$ cat src/rtl/rgb_to_hsv_converter_top_assert.svh
// Assertion macros shared by the converter modules.
`ifndef RGB_TO_HSV_CONVERTER_TOP_ASSERT_SVH
`define RGB_TO_HSV_CONVERTER_TOP_ASSERT_SVH

// Same-cycle implication.
`define RHC_ASSERT_NOW(lbl, clk, rst_n, ante, cons, msg) \
    lbl: assert property (@(posedge clk) disable iff (!rst_n) (ante) |-> (cons)) \
        else $error(msg);

// Next-cycle implication.
`define RHC_ASSERT_NEXT(lbl, clk, rst_n, ante, cons, msg) \
    lbl: assert property (@(posedge clk) disable iff (!rst_n) (ante) |=> (cons)) \
        else $error(msg);

`endif

$ cat src/rtl/rhc_pkg.sv
`timescale 1ns / 1ps
`default_nettype none
package rhc_pkg;

    localparam int CHANNEL_BITS  = 8;
    localparam int FRACTION_BITS = 16;
    localparam int SAT_W         = FRACTION_BITS + 1;
    localparam int REM_W         = CHANNEL_BITS + 4;
    localparam int NUM_CELLS     = FRACTION_BITS + 1;

    typedef struct packed {
        logic [CHANNEL_BITS-1:0] red;
        logic [CHANNEL_BITS-1:0] green;
        logic [CHANNEL_BITS-1:0] blue;
    } t_pixel;

    typedef struct packed {
        logic [FRACTION_BITS-1:0] hue;
        logic [SAT_W-1:0]         saturation;
        logic [CHANNEL_BITS-1:0]  brightness;
    } t_hsv;

    // Division lane state handed from cell to cell.
    typedef struct packed {
        logic [REM_W-1:0] rem;
        logic [REM_W-1:0] div;
        logic [SAT_W-1:0] quo;
    } t_lane;

endpackage
`default_nettype wire

$ cat src/rtl/rhc_prep.sv
`timescale 1ns / 1ps
`default_nettype none
module rhc_prep
    import rhc_pkg::*;
(
    input  wire logic    i_clk,
    input  wire logic    i_rst_n,
    input  wire logic    i_en,
    input  wire logic    i_valid,
    input  wire t_pixel  i_pix,
    output logic         o_valid,
    output t_lane        o_sat,
    output t_lane        o_hue,
    output logic [CHANNEL_BITS-1:0] o_bright
);

    localparam logic [1:0] SEC_RED   = 2'd0;
    localparam logic [1:0] SEC_GREEN = 2'd1;
    localparam logic [1:0] SEC_BLUE  = 2'd2;
    localparam int         PAD       = REM_W - CHANNEL_BITS;

    logic [CHANNEL_BITS-1:0] mx;
    logic [CHANNEL_BITS-1:0] mn;
    logic [CHANNEL_BITS-1:0] delta;
    logic [1:0]              sector;
    logic [REM_W-1:0]        delta_x;
    logic [REM_W-1:0]        six_delta;
    logic signed [REM_W-1:0] diff;
    logic signed [REM_W-1:0] n_raw;
    logic [REM_W-1:0]        n_wrap;

    logic                    r_valid;
    t_lane                   r_sat;
    t_lane                   r_hue;
    logic [CHANNEL_BITS-1:0] r_bright;
    t_lane                   n_sat;
    t_lane                   n_hue;

    always_comb begin
        mx = i_pix.red;
        mn = i_pix.red;
        if (i_pix.green > mx) mx = i_pix.green;
        if (i_pix.blue > mx) mx = i_pix.blue;
        if (i_pix.green < mn) mn = i_pix.green;
        if (i_pix.blue < mn) mn = i_pix.blue;
        delta = mx - mn;

        if (i_pix.red == mx) begin
            sector = SEC_RED;
        end else if (i_pix.green == mx) begin
            sector = SEC_GREEN;
        end else begin
            sector = SEC_BLUE;
        end

        delta_x   = {{PAD{1'b0}}, delta};
        six_delta = (delta_x << 2) + (delta_x << 1);

        unique case (sector)
            SEC_RED: begin
                diff  = $signed({{PAD{1'b0}}, i_pix.green})
                      - $signed({{PAD{1'b0}}, i_pix.blue});
                n_raw = diff;
            end
            SEC_GREEN: begin
                diff  = $signed({{PAD{1'b0}}, i_pix.blue})
                      - $signed({{PAD{1'b0}}, i_pix.red});
                n_raw = $signed(delta_x << 1) + diff;
            end
            default: begin
                diff  = $signed({{PAD{1'b0}}, i_pix.red})
                      - $signed({{PAD{1'b0}}, i_pix.green});
                n_raw = $signed(delta_x << 2) + diff;
            end
        endcase

        n_wrap = (n_raw < 0) ? REM_W'(n_raw + $signed(six_delta)) : REM_W'(n_raw);

        // Black and grey pixels divide zero by one.
        n_sat.rem = delta_x;
        n_sat.div = (mx == '0) ? REM_W'(1) : {{PAD{1'b0}}, mx};
        n_sat.quo = '0;
        n_hue.rem = n_wrap;
        n_hue.div = (delta == '0) ? REM_W'(1) : six_delta;
        n_hue.quo = '0;
    end

    always_ff @(posedge i_clk) begin
        if (!i_rst_n) begin
            r_valid <= 1'b0;
        end else if (i_en) begin
            r_valid <= i_valid;
        end
    end

    always_ff @(posedge i_clk) begin
        if (i_en) begin
            r_sat    <= n_sat;
            r_hue    <= n_hue;
            r_bright <= mx;
        end
    end

    assign o_valid  = r_valid;
    assign o_sat    = r_sat;
    assign o_hue    = r_hue;
    assign o_bright = r_bright;

`include "rgb_to_hsv_converter_top_assert.svh"

    `RHC_ASSERT_NOW(a_div_nonzero, i_clk, i_rst_n, r_valid, (r_sat.div != '0) && (r_hue.div != '0), "zero divisor in prepared beat")
    `RHC_ASSERT_NOW(a_hue_num_below_div, i_clk, i_rst_n, r_valid, r_hue.rem < r_hue.div, "hue numerator not reduced below divisor")
    `RHC_ASSERT_NOW(a_sat_num_in_range, i_clk, i_rst_n, r_valid, r_sat.rem <= r_sat.div, "saturation numerator exceeds divisor")

endmodule
`default_nettype wire

$ cat src/rtl/rhc_div_cell.sv
`timescale 1ns / 1ps
`default_nettype none
module rhc_div_cell
    import rhc_pkg::*;
(
    input  wire logic  i_clk,
    input  wire logic  i_rst_n,
    input  wire logic  i_en,
    input  wire logic  i_valid,
    input  wire t_lane i_sat,
    input  wire t_lane i_hue,
    input  wire logic [CHANNEL_BITS-1:0] i_bright,
    output logic       o_valid,
    output t_lane      o_sat,
    output t_lane      o_hue,
    output logic [CHANNEL_BITS-1:0] o_bright
);

    logic                    r_valid;
    t_lane                   r_sat;
    t_lane                   r_hue;
    logic [CHANNEL_BITS-1:0] r_bright;
    t_lane                   n_sat;
    t_lane                   n_hue;
    logic                    bit_s;
    logic                    bit_h;

    // One restoring step per lane: compare, subtract, shift.
    always_comb begin
        bit_s     = i_sat.rem >= i_sat.div;
        bit_h     = i_hue.rem >= i_hue.div;
        n_sat.div = i_sat.div;
        n_hue.div = i_hue.div;
        n_sat.rem = (bit_s ? (i_sat.rem - i_sat.div) : i_sat.rem) << 1;
        n_hue.rem = (bit_h ? (i_hue.rem - i_hue.div) : i_hue.rem) << 1;
        n_sat.quo = {i_sat.quo[SAT_W-2:0], bit_s};
        n_hue.quo = {i_hue.quo[SAT_W-2:0], bit_h};
    end

    always_ff @(posedge i_clk) begin
        if (!i_rst_n) begin
            r_valid <= 1'b0;
        end else if (i_en) begin
            r_valid <= i_valid;
        end
    end

    always_ff @(posedge i_clk) begin
        if (i_en) begin
            r_sat    <= n_sat;
            r_hue    <= n_hue;
            r_bright <= i_bright;
        end
    end

    assign o_valid  = r_valid;
    assign o_sat    = r_sat;
    assign o_hue    = r_hue;
    assign o_bright = r_bright;

endmodule
`default_nettype wire

$ cat src/rtl/rgb_to_hsv_converter_top.sv
`timescale 1ns / 1ps
`default_nettype none
// RGB to HSV converter. Takes one pixel per clock while o_stall is low and
// returns brightness, saturation (Q1.16) and hue (Q0.16): a prep stage finds
// max, min and the hue sector, then a chain of FRACTION_BITS + 1 divider cells
// produces one quotient bit per cell for saturation and hue side by side. The
// whole chain advances whenever the output register is empty or its beat is
// taken; o_stall rises only while a finished beat waits with i_stall high. Such
// a stall freezes every stage, empty ones included, so bubbles are not squeezed
// out.
module rgb_to_hsv_converter_top
    import rhc_pkg::*;
(
    input  wire logic   i_clk,
    input  wire logic   i_rst_n,
    input  wire logic   i_valid,
    output logic        o_stall,
    input  wire t_pixel i_pix,
    output logic        o_valid,
    input  wire logic   i_stall,
    output t_hsv        o_res
);

    localparam logic [SAT_W-1:0] SAT_ONE = SAT_W'(1) << FRACTION_BITS;

    logic                    en;
    logic                    prep_valid;
    t_lane                   prep_sat;
    t_lane                   prep_hue;
    logic [CHANNEL_BITS-1:0] prep_bright;

    logic                    c_valid  [NUM_CELLS];
    t_lane                   c_sat    [NUM_CELLS];
    t_lane                   c_hue    [NUM_CELLS];
    logic [CHANNEL_BITS-1:0] c_bright [NUM_CELLS];

    assign en      = !o_valid || !i_stall;
    assign o_stall = !en;

    rhc_prep u_prep (
        .i_clk    (i_clk),
        .i_rst_n  (i_rst_n),
        .i_en     (en),
        .i_valid  (i_valid),
        .i_pix    (i_pix),
        .o_valid  (prep_valid),
        .o_sat    (prep_sat),
        .o_hue    (prep_hue),
        .o_bright (prep_bright)
    );

    for (genvar k = 0; k < NUM_CELLS; k++) begin : g_cell
        if (k == 0) begin : g_first
            rhc_div_cell u_cell (
                .i_clk    (i_clk),
                .i_rst_n  (i_rst_n),
                .i_en     (en),
                .i_valid  (prep_valid),
                .i_sat    (prep_sat),
                .i_hue    (prep_hue),
                .i_bright (prep_bright),
                .o_valid  (c_valid[k]),
                .o_sat    (c_sat[k]),
                .o_hue    (c_hue[k]),
                .o_bright (c_bright[k])
            );
        end else begin : g_next
            rhc_div_cell u_cell (
                .i_clk    (i_clk),
                .i_rst_n  (i_rst_n),
                .i_en     (en),
                .i_valid  (c_valid[k-1]),
                .i_sat    (c_sat[k-1]),
                .i_hue    (c_hue[k-1]),
                .i_bright (c_bright[k-1]),
                .o_valid  (c_valid[k]),
                .o_sat    (c_sat[k]),
                .o_hue    (c_hue[k]),
                .o_bright (c_bright[k])
            );
        end
    end

    assign o_valid          = c_valid[NUM_CELLS-1];
    assign o_res.hue        = c_hue[NUM_CELLS-1].quo[FRACTION_BITS-1:0];
    assign o_res.saturation = c_sat[NUM_CELLS-1].quo;
    assign o_res.brightness = c_bright[NUM_CELLS-1];

`include "rgb_to_hsv_converter_top_assert.svh"

    `RHC_ASSERT_NOW(a_black_zero, i_clk, i_rst_n, o_valid && (o_res.brightness == '0), (o_res.saturation == '0) && (o_res.hue == '0), "black pixel with nonzero hue or saturation")
    `RHC_ASSERT_NOW(a_grey_hue_zero, i_clk, i_rst_n, o_valid && (o_res.saturation == '0), o_res.hue == '0, "grey pixel with nonzero hue")
    `RHC_ASSERT_NOW(a_sat_max, i_clk, i_rst_n, o_valid, (o_res.saturation <= SAT_ONE) && !c_hue[NUM_CELLS-1].quo[FRACTION_BITS], "quotient out of range")
    `RHC_ASSERT_NEXT(a_accept_enters, i_clk, i_rst_n, i_valid && !o_stall, prep_valid, "accepted beat missing from first stage")

endmodule
`default_nettype wire
$ cat config.mk
export PLATFORM = sky130hd
export DESIGN_NAME = rgb_to_hsv_converter_top
export DESIGN_NICKNAME = d
export VERILOG_FILES = /design/src/rtl/rhc_pkg.sv /design/src/rtl/rhc_prep.sv /design/src/rtl/rhc_div_cell.sv /design/src/rtl/rgb_to_hsv_converter_top.sv
export VERILOG_INCLUDE_DIRS = /design/src /design/src/rtl
export SDC_FILE = /design/constraint.sdc
export NUM_CORES = 2
export LEC_CHECK = 0
export BUFFER_PORTS_ARGS = -buffer_cell sky130_fd_sc_hd__buf_2
export CAP_MARGIN = 30
export CORE_MARGIN = 10
export CORE_UTILIZATION = 40
export CTS_CLUSTER_DIAMETER = 150
export DETAILED_ROUTE_END_ITERATION = 7
export HOLD_SLACK_MARGIN = 0.15
export SYNTH_ARGS = -nofsm -noshare
export SYNTH_HDL_FRONTEND = slang
export SYNTH_SLANG_ARGS = --single-unit
$ cat constraint.sdc
create_clock -name i_clk -period 55 [get_ports i_clk]
set_input_delay 11 -clock i_clk [delete_from_list [all_inputs] [get_ports i_clk]]
set_output_delay 11 -clock i_clk [all_outputs]
set_load 0.1 [all_outputs]
==> impl_metrics.prom <==
# TYPE chip_impl_metric gauge
chip_impl_info{name="run_status",value="finished clean"} 1
chip_impl_metric{name="worst_path_max_stage_delay",unit="ns"} 0.66
chip_impl_metric{name="dieArea",unit="um^2"} 155000
chip_impl_info{name="cp-end-kind",value="output pin"} 1
chip_impl_metric{name="clock_tree_buffer_depth",unit=""} 3
chip_impl_metric{name="worst-path-max-fanout",unit=""} 64
chip_impl_metric{name="final_core_util",unit=""} 0.452
chip_impl_metric{name="finalHoldViolCount",unit=""} 0
chip_impl_metric{name="synth_cell_types",unit=""} 81
chip_impl_metric{name="initialDrtViolationCount",unit=""} 1606
chip_impl_metric{name="fmaxAchievable",unit="GHz"} 0.0420
chip_impl_metric{name="rrSetupSlack",unit="ns"} 49.88
chip_impl_info{name="synthDominantAreaCellType",value="sky130_fd_sc_hd__edfxtp_1"} 1
chip_impl_metric{name="die_width",unit="um"} 393
chip_impl_metric{name="synthCells",unit=""} 4429
chip_impl_info{name="synthTopCellsByArea",value="sky130_fd_sc_hd__edfxtp_1, sky130_fd_sc_hd__ha_1, sky130_fd_sc_hd__inv_1, sky130_fd_sc_hd__o21ai_0, sky130_fd_sc_hd__xnor2_1"} 1
chip_impl_metric{name="core",unit="um^2"} 138000
chip_impl_info{name="yosysMostFrequentCell",value="sky130_fd_sc_hd__edfxtp_1"} 1
chip_impl_metric{name="grt_usage",unit=""} 0.116
chip_impl_metric{name="cts_hold_fix_bufs",unit=""} 0
chip_impl_metric{name="cellPowerDensity",unit="nW/um^2"} 69.0
chip_impl_metric{name="power_leakage",unit="nW"} 25.5
chip_impl_metric{name="cts_repair_resize_count",unit=""} 0
chip_impl_metric{name="detail-route-antenna-nets",unit=""} 0
chip_impl_metric{name="cp.arrival",unit="ns"} 12.82
chip_impl_metric{name="yosysTopAreaCellShare",unit=""} 0.606
chip_impl_info{name="synth_top_cells_by_count",value="sky130_fd_sc_hd__edfxtp_1, sky130_fd_sc_hd__inv_1, sky130_fd_sc_hd__ha_1"} 1
chip_impl_metric{name="routed_via_density",unit=""} 4.83
chip_impl_info{name="cp_slowest_cell",value="sky130_fd_sc_hd__clkinv_1"} 1
chip_impl_metric{name="post-cts-setup-buffer-count",unit=""} 0
chip_impl_metric{name="timing.critical_path.required",unit="ns"} 44.00
chip_impl_info{name="cts_tree",value="done"} 1
chip_impl_metric{name="maximum_number_of_pins_on_one_net_before_global_route_repair",unit=""} 195
chip_impl_metric{name="number_of_global_route_vias_before_repair",unit=""} 32404
chip_impl_metric{name="global_route_wire_length_before_repair",unit="mm"} 151
chip_impl_metric{name="via_count",unit=""} 31448
chip_impl_metric{name="ys.warnings.count",unit=""} 0
chip_impl_info{name="yosys_most_used_dff",value="sky130_fd_sc_hd__edfxtp_1"} 1
chip_impl_info{name="worst-setup-path-type",value="in2out"} 1
chip_impl_metric{name="max-vdd-ir-drop",unit="mV"} 0.0434
chip_impl_metric{name="finalCriticalPeriod",unit="ns"} 23.82
chip_impl_metric{name="flow.area_growth_from_synthesis",unit="%"} 11.8
chip_impl_metric{name="path_buf_inv",unit=""} 3
chip_impl_metric{name="h_tree_depth_reported_by_cts",unit=""} 4
chip_impl_metric{name="post_detailed_route_wirelength_per_cell",unit="um"} 13.9
chip_impl_metric{name="net_count_after_synthesis",unit=""} 4896
chip_impl_metric{name="clkSlewWorstSetupHoldPaths",unit="ns"} 0.06
chip_impl_info{name="critical-path-top-delay-family",value="buffers and inverters"} 1
chip_impl_info{name="rsz0062_at_grt",value="false"} 1
chip_impl_metric{name="finalCritPeriodShare",unit=""} 0.433
chip_impl_metric{name="clkLatencyLatePin",unit="ns"} 0.75
chip_impl_metric{name="post_layout_net_count",unit=""} 5016
chip_impl_metric{name="clock_skew",unit="ns"} 0.0265
chip_impl_metric{name="max_cap_violations",unit=""} 0
chip_impl_metric{name="final-max-slew-violation-count",unit=""} 0
chip_impl_info{name="ctsRootBufferMaster",value="sky130_fd_sc_hd__clkbuf_16"} 1
chip_impl_metric{name="antenna_cells",unit=""} 0
chip_impl_metric{name="hpwl",unit="mm"} 64.2
chip_impl_metric{name="layout-drive-gt1-share",unit=""} 0.0746
chip_impl_metric{name="dieHeight",unit="um"} 393
chip_impl_metric{name="numCtsBuffers",unit=""} 131
chip_impl_metric{name="finalSetupTns",unit="ns"} 0
chip_impl_info{name="crit_path_start_kind",value="input pin"} 1
chip_impl_metric{name="place.port_buffers",unit=""} 70
chip_impl_metric{name="detailedRoute.firstPassIterationCount",unit=""} 7
chip_impl_metric{name="slew_of_the_pin_with_the_lowest_slew_margin",unit="ns"} 1.01
chip_impl_metric{name="yosys_register_bits",unit=""} 1144
chip_impl_metric{name="num_rows",unit=""} 136
chip_impl_info{name="critPathMostFrequentCell",value="sky130_fd_sc_hd__buf_2"} 1
chip_impl_metric{name="syn_area_per_cell",unit="um^2"} 12.6
chip_impl_metric{name="synth_edf_count",unit=""} 1126
chip_impl_metric{name="finalSetupViolCount",unit=""} 0
chip_impl_metric{name="initial_utilization",unit=""} 0.404
chip_impl_metric{name="ports_placed_on_the_boundary",unit=""} 71
chip_impl_info{name="hold_path.class",value="reg2reg"} 1
chip_impl_metric{name="place.gp.congestion",unit=""} 0.855
chip_impl_metric{name="drc",unit=""} 0
chip_impl_metric{name="clock-sinks",unit=""} 1144
chip_impl_metric{name="asyncSetResetFlopFracSynth",unit=""} 0
chip_impl_info{name="cp_cell_sequence",value="buf_2 -> nand2_4 -> clkinv_1 -> buf_2"} 1
chip_impl_metric{name="syn_area",unit="um^2"} 55800
chip_impl_metric{name="ys_seq_area_frac",unit=""} 0.613
chip_impl_metric{name="antenna_found_initial",unit=""} 0
chip_impl_metric{name="timing.max_slew.rel_slack",unit=""} 0.307
chip_impl_metric{name="globalRouteOverflowTotal",unit=""} 0
chip_impl_metric{name="wirelength",unit="mm"} 90.4
-- registers in the layout, summed over array words and instances (netlist names), 16 cells and up --
signal,cells
g_cell.g_next.u_cell.o_hue,466
g_cell.g_next.u_cell.o_sat,437
g_cell.g_next.u_cell.o_bright,128
u_prep.o_hue,23
g_cell.g_first.u_cell.o_hue,22
g_cell.g_first.u_cell.o_sat,18
g_cell.g_next.u_cell.o_valid,16
u_prep.o_sat,16
-- path summary, 6_finish.rpt --
path,cells past startpoint,end,start
worst max-delay path,4,o_stall,i_stall
worst min-delay path,0,g_cell[7].g_next.u_cell.o_sat[4]$_DFFE_PN_,g_cell[6].g_next.u_cell.o_sat[3]$_DFFE_PN_
worst max register to register,7,u_prep.o_bright[4]$_DFFE_PN_,g_cell[16].g_next.u_cell.o_valid$_SDFFE_PN0N_
worst min register to register,0,g_cell[7].g_next.u_cell.o_sat[4]$_DFFE_PN_,g_cell[6].g_next.u_cell.o_sat[3]$_DFFE_PN_
-- layer usage --
layer  track usage  routed length [um]
met1         0.119               35400
met2         0.224               48800
met3        0.0246                3100
met4        0.0496                3120
met5             0                   0
-- placed cells by master, fill, tap and decap left out, types with 9 or more instances in the layout --
| master | n |
|---|---|
| sky130_fd_sc_hd__fa_1 | 40 |
| sky130_fd_sc_hd__o211a_1 | 16 |
| sky130_fd_sc_hd__clkbuf_1 | 23 |
| sky130_fd_sc_hd__or4_1 | 17 |
| sky130_fd_sc_hd__a21oi_1 | 216 |
| sky130_fd_sc_hd__nor2b_1 | 74 |
| sky130_fd_sc_hd__inv_1 | 544 |
| sky130_fd_sc_hd__a21o_1 | 144 |
| sky130_fd_sc_hd__nand2b_1 | 126 |
| sky130_fd_sc_hd__o21bai_1 | 14 |
| sky130_fd_sc_hd__clkbuf_16 | 132 |
| sky130_fd_sc_hd__and2_1 | 77 |
| sky130_fd_sc_hd__clkinv_1 | 25 |
| sky130_fd_sc_hd__dfxtp_1 | 18 |
| sky130_fd_sc_hd__o21ai_0 | 282 |
| sky130_fd_sc_hd__nor3_1 | 36 |
| sky130_fd_sc_hd__mux2i_1 | 23 |
| sky130_fd_sc_hd__o31ai_1 | 99 |
| sky130_fd_sc_hd__buf_2 | 70 |
| sky130_fd_sc_hd__clkinv_2 | 25 |
| sky130_fd_sc_hd__xor2_1 | 94 |
| sky130_fd_sc_hd__nor4_1 | 16 |
| sky130_fd_sc_hd__xnor2_1 | 131 |
| sky130_fd_sc_hd__ha_1 | 399 |
| sky130_fd_sc_hd__nand3_1 | 57 |
| sky130_fd_sc_hd__nand2_1 | 261 |
| sky130_fd_sc_hd__a211o_1 | 9 |
| sky130_fd_sc_hd__nand4_1 | 50 |
| sky130_fd_sc_hd__nor2_1 | 264 |
| sky130_fd_sc_hd__or2_2 | 17 |
| sky130_fd_sc_hd__buf_4 | 28 |
| sky130_fd_sc_hd__o2bb2ai_1 | 14 |
| sky130_fd_sc_hd__edfxtp_1 | 1126 |
| sky130_fd_sc_hd__o21a_1 | 13 |
| sky130_fd_sc_hd__a21boi_0 | 49 |
-- worst register-to-register path, stage by stage, from the launching register on --
cell and delay (ns):
sky130_fd_sc_hd__dfxtp_1 0.33, sky130_fd_sc_hd__nand2_4 0.56, sky130_fd_sc_hd__buf_4 0.86, sky130_fd_sc_hd__buf_4 0.84, sky130_fd_sc_hd__buf_12 0.76, sky130_fd_sc_hd__buf_4 0.41
sky130_fd_sc_hd__buf_16 0.33, sky130_fd_sc_hd__buf_4 0.61
-- power by group --
group	internal (W)	switching [W]	total [W]	leakage, nW
Sequential	0.00147	0.000154	0.00162	11.7
Clock	0.000487	0.000346	0.000834	2.04
Combinational	0.000828	0.00102	0.00185	11.7
Total	0.00278	0.00152	0.00430	25.5
-- per-stage QoR --
stage	area [um^2]	cells	worst slack, ns	power [W]	hold slack (ns)
floorplan	55800	4429	11.45	0.00310	0.400
global placement	58100	6276	31.11	0.00344	0.401
detailed placement	58100	6278	31.09	0.00349	0.405
CTS	62300	6515	31.08	0.00435	0.408
global route	62400	6516	30.89	0.00467	0.413
finish	62400	6516	31.18	0.00430	0.406
-- final cells by class --
type                    instances  area (um^2)
clock buffers                 158         3430
clock inverters                79          753
fillers                     12282        75700
inverters                     547         2050
multi-input cells            2623        19000
flip-flops and latches       1144        34200
well taps                    1863         2330
repair buffers                102          656
-- cell families (layout without fill, tap and decap cells) --
group                    count (synthesis)  count (layout)  share of synthesized area
AND/OR/NAND/NOR                       1018            1018                     0.0900
adder cells (fa/ha/maj)                444             444                      0.105
XOR/XNOR                               227             227                     0.0360
flip-flops                            1144            1144                      0.613
AO/OA/AOI/OAI                          895             895                      0.101
buffers and inverters                  662             886                     0.0476
multiplexers                            39              39                    0.00787
Note: power is estimated with default switching activity, not from simulation.
